File: config.mk
export PLATFORM = sky130hd
export DESIGN_NAME = turn_hazard_flasher_sequencer
export DESIGN_NICKNAME = d
export VERILOG_FILES = /design/src/hdl/thfs_pkg.sv /design/src/hdl/turn_hazard_flasher_sequencer.sv /design/src/hdl/thfs_step.sv
export SDC_FILE = /design/constraint.sdc
export NUM_CORES = 1
export LEC_CHECK = 0
export BUFFER_PORTS_ARGS = -buffer_cell sky130_fd_sc_hd__clkbuf_2
export CAP_MARGIN = 20
export CORE_ASPECT_RATIO = 0.9
export CORE_MARGIN = 3
export CORE_UTILIZATION = 49
export CTS_BUF_LIST = sky130_fd_sc_hd__clkbuf_16
export CTS_CLUSTER_DIAMETER = 80
export DETAILED_ROUTE_END_ITERATION = 8
export PLACE_DENSITY = 0.8
export SLEW_MARGIN = 15
export SYNTH_ARGS = -nofsm -noshare
export SYNTH_HDL_FRONTEND = slang
export SYNTH_SLANG_ARGS = --single-unit
File: constraint.sdc
create_clock -name clk -period 4 [get_ports clk]
set_clock_uncertainty 0.2 [all_clocks]
set_input_delay 0.8 -clock clk [delete_from_list [all_inputs] [get_ports clk]]
set_output_delay 0.8 -clock clk [all_outputs]
set_load 0.005 [all_outputs]
File: src/hdl/thfs_pkg.sv
// ----------------------------------------------------------------------------
// thfs_pkg
// shared types, constants, fade rom and pattern functions of the turn / hazard flasher
// ----------------------------------------------------------------------------
package thfs_pkg;

	localparam int PATTERN_STEPS = 100;
	localparam int ROM_LEN       = 100;
	localparam int FRAME_W       = 7;
	localparam int COUNT_W       = 8;
	localparam int DUTY_W        = 7;

	localparam logic [FRAME_W:0]   STEPS_LIMIT      = (FRAME_W + 1)'(PATTERN_STEPS);
	localparam logic [FRAME_W-1:0] ROM_LAST         = FRAME_W'(ROM_LEN - 1);
	localparam logic [COUNT_W-1:0] COUNT_MAX        = 8'hFF;
	localparam logic [7:0]         AUTO_FLASH_RESET = 8'd5;

	// register byte offsets (word aligned)
	localparam logic [2:0] REG_AUTO_FLASH = 3'd0;

	typedef enum logic [1:0] {
		MODE_IDLE   = 2'd0,
		MODE_HAZARD = 2'd1,
		MODE_RIGHT  = 2'd2,
		MODE_LEFT   = 2'd3
	} mode_t;

	typedef struct packed {
		mode_t                mode;
		logic [FRAME_W-1:0]   frame;
		logic [COUNT_W-1:0]   count;
		logic [DUTY_W-1:0]    duty;
	} seq_state_t;

	typedef struct packed {
		logic position_allowed;
		logic illumination_on;
		logic left_switch;
		logic right_switch;
		logic hazard_switch;
	} switch_word_t;

	typedef struct packed {
		logic [DUTY_W-1:0] duty_percent;
		logic              flash_enable;
		logic              left_position_enable;
		logic              right_position_enable;
		logic              left_lamp_enable;
		logic              right_lamp_enable;
	} lamp_word_t;

	localparam logic [DUTY_W-1:0] FADE_ROM [ROM_LEN] = '{
		7'd100, 7'd98, 7'd96, 7'd94, 7'd91, 7'd89, 7'd87, 7'd85, 7'd83, 7'd81,
		7'd79,  7'd77, 7'd75, 7'd74, 7'd72, 7'd70, 7'd68, 7'd66, 7'd65, 7'd63,
		7'd61,  7'd60, 7'd58, 7'd56, 7'd55, 7'd53, 7'd52, 7'd50, 7'd49, 7'd47,
		7'd46,  7'd44, 7'd43, 7'd41, 7'd40, 7'd39, 7'd37, 7'd36, 7'd35, 7'd34,
		7'd33,  7'd31, 7'd30, 7'd29, 7'd28, 7'd27, 7'd26, 7'd25, 7'd24, 7'd23,
		7'd22,  7'd21, 7'd20, 7'd19, 7'd18, 7'd17, 7'd16, 7'd16, 7'd15, 7'd14,
		7'd13,  7'd13, 7'd12, 7'd11, 7'd11, 7'd10, 7'd9,  7'd9,  7'd8,  7'd8,
		7'd7,   7'd7,  7'd6,  7'd6,  7'd5,  7'd5,  7'd4,  7'd4,  7'd4,  7'd3,
		7'd3,   7'd3,  7'd2,  7'd2,  7'd2,  7'd2,  7'd1,  7'd1,  7'd1,  7'd1,
		7'd1,   7'd1,  7'd0,  7'd0,  7'd0,  7'd0,  7'd0,  7'd0,  7'd0,  7'd0
	};

	// fade curve, zero past the end of the table
	function automatic logic [DUTY_W-1:0] fade_duty(input logic [FRAME_W-1:0] idx);
		logic [DUTY_W-1:0] d;
		d = '0;
		if (idx <= ROM_LAST) begin
			d = FADE_ROM[idx];
		end
		return d;
	endfunction

	// three hard on/off blinks of twelve frames each
	function automatic logic [DUTY_W-1:0] onoff_duty(input logic [FRAME_W-1:0] idx);
		logic on;
		on = (idx <= 7'd11) ||
			(idx >= 7'd24 && idx <= 7'd35) ||
			(idx >= 7'd48 && idx <= 7'd59);
		return on ? 7'd100 : 7'd0;
	endfunction

endpackage

File: src/hdl/turn_hazard_flasher_sequencer.sv
// ----------------------------------------------------------------------------
// turn_hazard_flasher_sequencer
// frame-tick driven turn signal and hazard flasher with fade duty output
// ----------------------------------------------------------------------------
// an accepted word passes the input register, then the output register, to the master side
// throughput: one word per cycle while m_tready holds; the frame step is a single pass
//   of logic between the input register and the output register
// a full output register that m_tready does not take stalls the input register, then the slave side
// reset: async, active low; mode idle, counters and held duty zero,
//   auto flash limit 5
module turn_hazard_flasher_sequencer import thfs_pkg::*; (
	input  logic        clk,
	input  logic        arst_n,
	// slave side, s_tdata: hazard_switch, right_switch, left_switch,
	// illumination_on, position_allowed, three zero bits
	input  logic        s_tvalid,
	output logic        s_tready,
	input  logic [7:0]  s_tdata,
	// master side, m_tdata: right_lamp_enable, left_lamp_enable,
	// right_position_enable, left_position_enable, flash_enable,
	// duty_percent[6:0], four zero bits
	output logic        m_tvalid,
	input  logic        m_tready,
	output logic [15:0] m_tdata,
	// config port
	input  logic        psel,
	input  logic        penable,
	input  logic        pwrite,
	input  logic [2:0]  paddr,
	input  logic [31:0] pwdata,
	output logic [31:0] prdata,
	output logic        pready
);

	// input register
	logic         valid_s1;
	switch_word_t sw_s1;

	// sequencer state and limit register
	seq_state_t   state_q;
	seq_state_t   state_nxt;
	logic [7:0]   auto_flash_q;

	// output register
	logic         out_valid_q;
	lamp_word_t   out_q;
	lamp_word_t   lamps;

	logic         advance;

	// the frame step commits when the output register can take its word
	assign advance  = valid_s1 && (!out_valid_q || m_tready);
	assign s_tready = !valid_s1 || advance;

	always_ff @(posedge clk or negedge arst_n) begin
		if (!arst_n) begin
			valid_s1 <= 1'b0;
		end else if (s_tready) begin
			valid_s1 <= s_tvalid;
		end
	end

	always_ff @(posedge clk) begin
		if (s_tvalid && s_tready) begin
			sw_s1 <= switch_word_t'(s_tdata[4:0]);
		end
	end

	thfs_step u_step (
		.cur               (state_q),
		.sw                (sw_s1),
		.auto_flash_cycles (auto_flash_q),
		.nxt               (state_nxt),
		.lamps             (lamps)
	);

	// state register, moves once per frame tick
	always_ff @(posedge clk or negedge arst_n) begin
		if (!arst_n) begin
			state_q.mode  <= MODE_IDLE;
			state_q.frame <= '0;
			state_q.count <= '0;
			state_q.duty  <= '0;
		end else if (advance) begin
			state_q <= state_nxt;
		end
	end

	always_ff @(posedge clk or negedge arst_n) begin
		if (!arst_n) begin
			out_valid_q <= 1'b0;
		end else if (advance) begin
			out_valid_q <= 1'b1;
		end else if (m_tready) begin
			out_valid_q <= 1'b0;
		end
	end

	always_ff @(posedge clk) begin
		if (advance) begin
			out_q <= lamps;
		end
	end

	assign m_tvalid = out_valid_q;
	assign m_tdata  = {4'b0000, out_q};

	// config: one register, word aligned, pready tied high
	assign pready = 1'b1;

	always_ff @(posedge clk or negedge arst_n) begin
		if (!arst_n) begin
			auto_flash_q <= AUTO_FLASH_RESET;
		end else if (psel && penable && pwrite && pready && paddr[2] == REG_AUTO_FLASH[2]) begin
			auto_flash_q <= pwdata[7:0];
		end
	end

	assign prdata = (paddr[2] == REG_AUTO_FLASH[2]) ? {24'd0, auto_flash_q} : 32'd0;

	// frame index never leaves the pattern
	a_frame_range: assert property (@(posedge clk) disable iff (!arst_n)
		{1'b0, state_q.frame} < STEPS_LIMIT)
		else $error("frame index beyond pattern length");

	// idle state only after a pattern end or an idle tick
	a_idle_frame: assert property (@(posedge clk) disable iff (!arst_n)
		state_q.mode == MODE_IDLE |-> (state_q.frame == 7'd0 || state_q.frame == 7'd1))
		else $error("idle with frame index in mid cycle");

	// state moves only when a frame tick commits
	a_state_hold: assert property (@(posedge clk) disable iff (!arst_n)
		!advance |=> $stable(state_q))
		else $error("sequencer state changed without a frame tick");

	// no flashing lamp without flash enable
	a_lamp_flash: assert property (@(posedge clk) disable iff (!arst_n)
		out_valid_q && !out_q.flash_enable |->
			!out_q.right_lamp_enable && !out_q.left_lamp_enable)
		else $error("lamp enabled while not flashing");

endmodule

File: src/hdl/thfs_step.sv
// ----------------------------------------------------------------------------
// thfs_step
// one frame tick: mode latch, lamp decode, duty lookup and counter update
// ----------------------------------------------------------------------------
module thfs_step import thfs_pkg::*; (
	input  seq_state_t   cur,
	input  switch_word_t sw,
	input  logic [7:0]   auto_flash_cycles,
	output seq_state_t   nxt,
	output lamp_word_t   lamps
);

	mode_t              mode1;
	logic [FRAME_W-1:0] frame1;
	logic [COUNT_W-1:0] count1;
	logic [COUNT_W-1:0] count_inc;
	logic [FRAME_W:0]   frame_inc;
	logic               pos;
	logic [DUTY_W-1:0]  duty;
	logic               is_turn;

	assign pos = sw.illumination_on & sw.position_allowed;

	// latch a mode from the switches when idle
	always_comb begin
		mode1 = cur.mode;
		if (cur.mode == MODE_IDLE) begin
			priority if (sw.hazard_switch) mode1 = MODE_HAZARD;
			else if (sw.right_switch)      mode1 = MODE_RIGHT;
			else if (sw.left_switch)       mode1 = MODE_LEFT;
			else                           mode1 = MODE_IDLE;
		end
	end

	assign frame1 = (mode1 == MODE_IDLE) ? '0 : cur.frame;
	assign count1 = (mode1 == MODE_IDLE) ? '0 : cur.count;

	always_comb begin
		lamps = '0;
		unique case (mode1)
			MODE_HAZARD: begin
				lamps.right_lamp_enable = 1'b1;
				lamps.left_lamp_enable  = 1'b1;
			end
			MODE_RIGHT: begin
				lamps.right_lamp_enable    = 1'b1;
				lamps.left_position_enable = pos;
			end
			MODE_LEFT: begin
				lamps.left_lamp_enable      = 1'b1;
				lamps.right_position_enable = pos;
			end
			MODE_IDLE: begin
				lamps.right_position_enable = pos;
				lamps.left_position_enable  = pos;
			end
		endcase
		lamps.flash_enable = (mode1 != MODE_IDLE);
		lamps.duty_percent = duty;
	end

	// first hazard cycle blinks hard, other active cycles fade, idle holds the duty
	always_comb begin
		priority if (mode1 == MODE_HAZARD && count1 == '0) duty = onoff_duty(frame1);
		else if (mode1 != MODE_IDLE)                       duty = fade_duty(frame1);
		else                                               duty = cur.duty;
	end

	assign frame_inc = {1'b0, frame1} + 1'b1;
	assign count_inc = count1 + 1'b1;
	assign is_turn   = (mode1 == MODE_RIGHT) || (mode1 == MODE_LEFT);

	always_comb begin
		nxt.duty  = duty;
		nxt.mode  = mode1;
		nxt.count = count1;
		nxt.frame = frame_inc[FRAME_W-1:0];
		if (frame_inc >= STEPS_LIMIT) begin
			nxt.frame = '0;
			nxt.mode  = MODE_IDLE;
			if (count1 != COUNT_MAX) begin
				nxt.count = count_inc;
				if (is_turn && count_inc < auto_flash_cycles) begin
					nxt.mode = mode1;
				end
			end
		end
	end

endmodule
==> reports/results.ini <==
[timing]
rsz0062_at_grt = false
drv_slew = 0
maxSlewHeadroom_pct = 34.8
fin_crit_sh_pct = 93.4
tightest_slew_ps = 977
min_period_ps = 3730
setup_ws_ps = 266
hold_viol_final = 0
setup-tns-final_ps = 0
fmax_mhz = 268
setup_viol = 0

[die]
pin_count = 101
die-width_um = 103
core_sq_um = 8110
num_rows = 31
initial_utilization_pct = 50.7
die_h_um = 92.9
die-area_sq_um = 9530

[finish]
area_growth_pct = 10.3
fin_cells = 596
drive_above_1_share_pct = 21.3
nFillCells = 684
antennaDiodeCount = 0
fin_nets = 572

[synth]
synth_edf_count = 17
yosysWarnings = 0
synth_top_area_share_pct = 19.5
syn_area_sq_um = 4110
ys_top_cells_by_count = dfrtp_1 (32), nand2_1 (32), inv_1 (31)
synth.avg_cell_area_sq_um = 8.92
synth_area_leaders = dfrtp_1 (19%), edfxtp_1 (12%), ha_1 (7.9%), buf_4 (5.5%), a21oi_1 (3.7%)
yosys_register_bits = 51
ys_types = 81
synth_top_cell_by_area = dfrtp_1
ys.flop_type = dfrtp_1
synth_cells = 461
synth-seq-area-share_pct = 33.2
synth-async-reset-ratio_pct = 66.7

[cts]
clockBufferDepth = 2
holdBufCountCts = 0
cts_tree = built
cts_setup_buffers = 0
worstSkewPairLatency_ps = 300
numCtsBuffers = 5
clkSinkCount = 51
clk_pin_slew_ps = 80
h-tree-depth = 2
cts_root_buffer = clkbuf_16
cts_resized = 0

[min_path]
hp-class = reg -> reg
hold_path_startpoint = state_q[1]
min_delay_worst_endpoint = state_q[1]
hold_depth = 2

[grt]
grt_pass1_vias = 3267
grt_overflow = 0
grt_max_degree = 35
antenna_found_initial = 0
grt_pass1_wl_um = 16000
grt_util_all_layers_pct = 20.7

[placement]
dp.cells = 587
numPortBuffers = 42
pre_cts_ws_ps = 15.8
place.gp.congestion = 1.01
hpwlAfterDp_um = 7140

[worst_setup_path]
cp_max_fo = 10
r2r-end = state_q[9]
cp-end-kind = flip-flop
reg2reg_depth = 14
start_kind = flip-flop
r2r_start = sw_s1[2]
critPathKind = reg -> reg
worstPathArrival_ps = 3730
r2r_setup_slack_ps = 270
worstPathRequired_ps = 3990

[power]
netSwitchingFraction_pct = 44.7
power_frac_comb_pct = 54.9
power.density_nw_per_um2 = 623
p_int_uw = 1560
ir_worst_vdd_v = 0.000247
p_leak_uw = 0.00198
clock_power_share_pct = 15.9
p_sw_uw = 1260
seqPwrFrac_pct = 29.2
finalPower_uw = 2820

[drt]
ant_nets = 0
drt_drc_violations_left = 0
wire_per_inst_um = 17.0
vias = 3693
finalWirelength_um = 10100
vias_per_cell = 6.20
drt_iter0_markers = 504
detail_route.first_pass.iterations = 5

[status]
status = completed

[flow_run]
maxCapViolCount = 0

[worst max-delay path by stage]
stage	start	slack, ps	end
floorplan	sw_s1[2]	100	state_q[9]
global placement	sw_s1[0]	130	state_q[13]
detailed placement	sw_s1[0]	20	state_q[13]
CTS	sw_s1[2]	20	state_q[9]
global route	sw_s1[0]	20	state_q[22]
finish	sw_s1[2]	270	state_q[9]
[layer usage]
layer | vias to the layer above | share of wire [%] | GRT usage, %
met5 | - | 0 | 0
met4 | 0 | 1.9 | 6.34
met3 | 26 | 9.0 | 4.07
met2 | 213 | 47 | 31.9
met1 | 1746 | 42 | 29.1
li1 | 1708 | - | -
[placed cells by master (no fill, tap or decap), types with 6 or more instances in the layout]
cell	count
ha_1	24
o21ai_0	16
buf_4	15
mux2_2	11
nor2b_1	15
edfxtp_1	17
conb_1	29
nand3b_1	6
a21oi_1	30
nand2b_1	9
nand2_1	32
nand3_1	6
inv_1	31
clkbuf_2	42
o211ai_1	6
nor3_1	7
o31ai_1	6
dfrtp_1	32
nor2_1	28
[state kept, by name, summed over array words and instances (netlist names)]
| signal | count |
|---|---|
| state_q | 24 |
| m_tdata | 12 |
| auto_flash_q | 8 |
| sw_s1 | 5 |
| m_tvalid | 1 |
| valid_s1 | 1 |
[power groups by stage]
| stage | registers, uW | logic [uW] | clock network [uW] |
|---|---|---|---|
| 4_1_cts | 816 | 1470 | 452 |
| 3_5_place_dp | 827 | 1460 | 0 |
| 2_1_floorplan | 742 | 1180 | 0 |
| 6_report | 824 | 1550 | 450 |
| 5_1_grt | 842 | 1700 | 474 |
| 3_3_place_gp | 819 | 1410 | 0 |
[cell type report]
type | instances | area [sq um] | area share (%)
tap | 99 | 124 | 2.73
inverter | 33 | 124 | 2.73
clock inverter | 3 | 28.8 | 0.635
clock buffer | 5 | 125 | 2.76
sequential | 51 | 1360 | 30.1
timing repair buffer | 58 | 350 | 7.73
multi-input combinational | 347 | 2420 | 53.3
[cell families (layout without fill, tap and decap cells)]
kind of cell	count (synthesis)	in the layout	synth area share, %
adder cells (fa/ha/maj)	27	27	8.16
flip-flops	51	51	33.2
XOR/XNOR	7	7	1.49
AND/OR/NAND/NOR	136	136	18.0
multiplexers	16	16	4.47
other	2	29	0.183
buffers and inverters	90	99	11.4
AO/OA/AOI/OAI	132	132	23.2
[per-stage QoR]
stage                     hold WS (ps)  instance area (sq um)  utilization (%)
after floorplan                    243                   4210                -
after CTS                          285                   4470             55.1
after global routing               317                   4530             55.9
final                              283                   4530             55.9
after detailed placement           266                   4320             53.2
after global placement             259                   4320             53.2
[critical path, stage by stage, from the launching register on]
cell and delay, ps:
edfxtp_1 400, nor2_1 130, nor3_1 60, or2_2 300, inv_1 120, ha_4 240, inv_1 70, nand2_1 160
inv_1 120, ha_1 330, and4_1 310, o32ai_1 250, a31oi_2 80, or4_4 580, o221a_2 270
(Power assumes the default switching activity.)
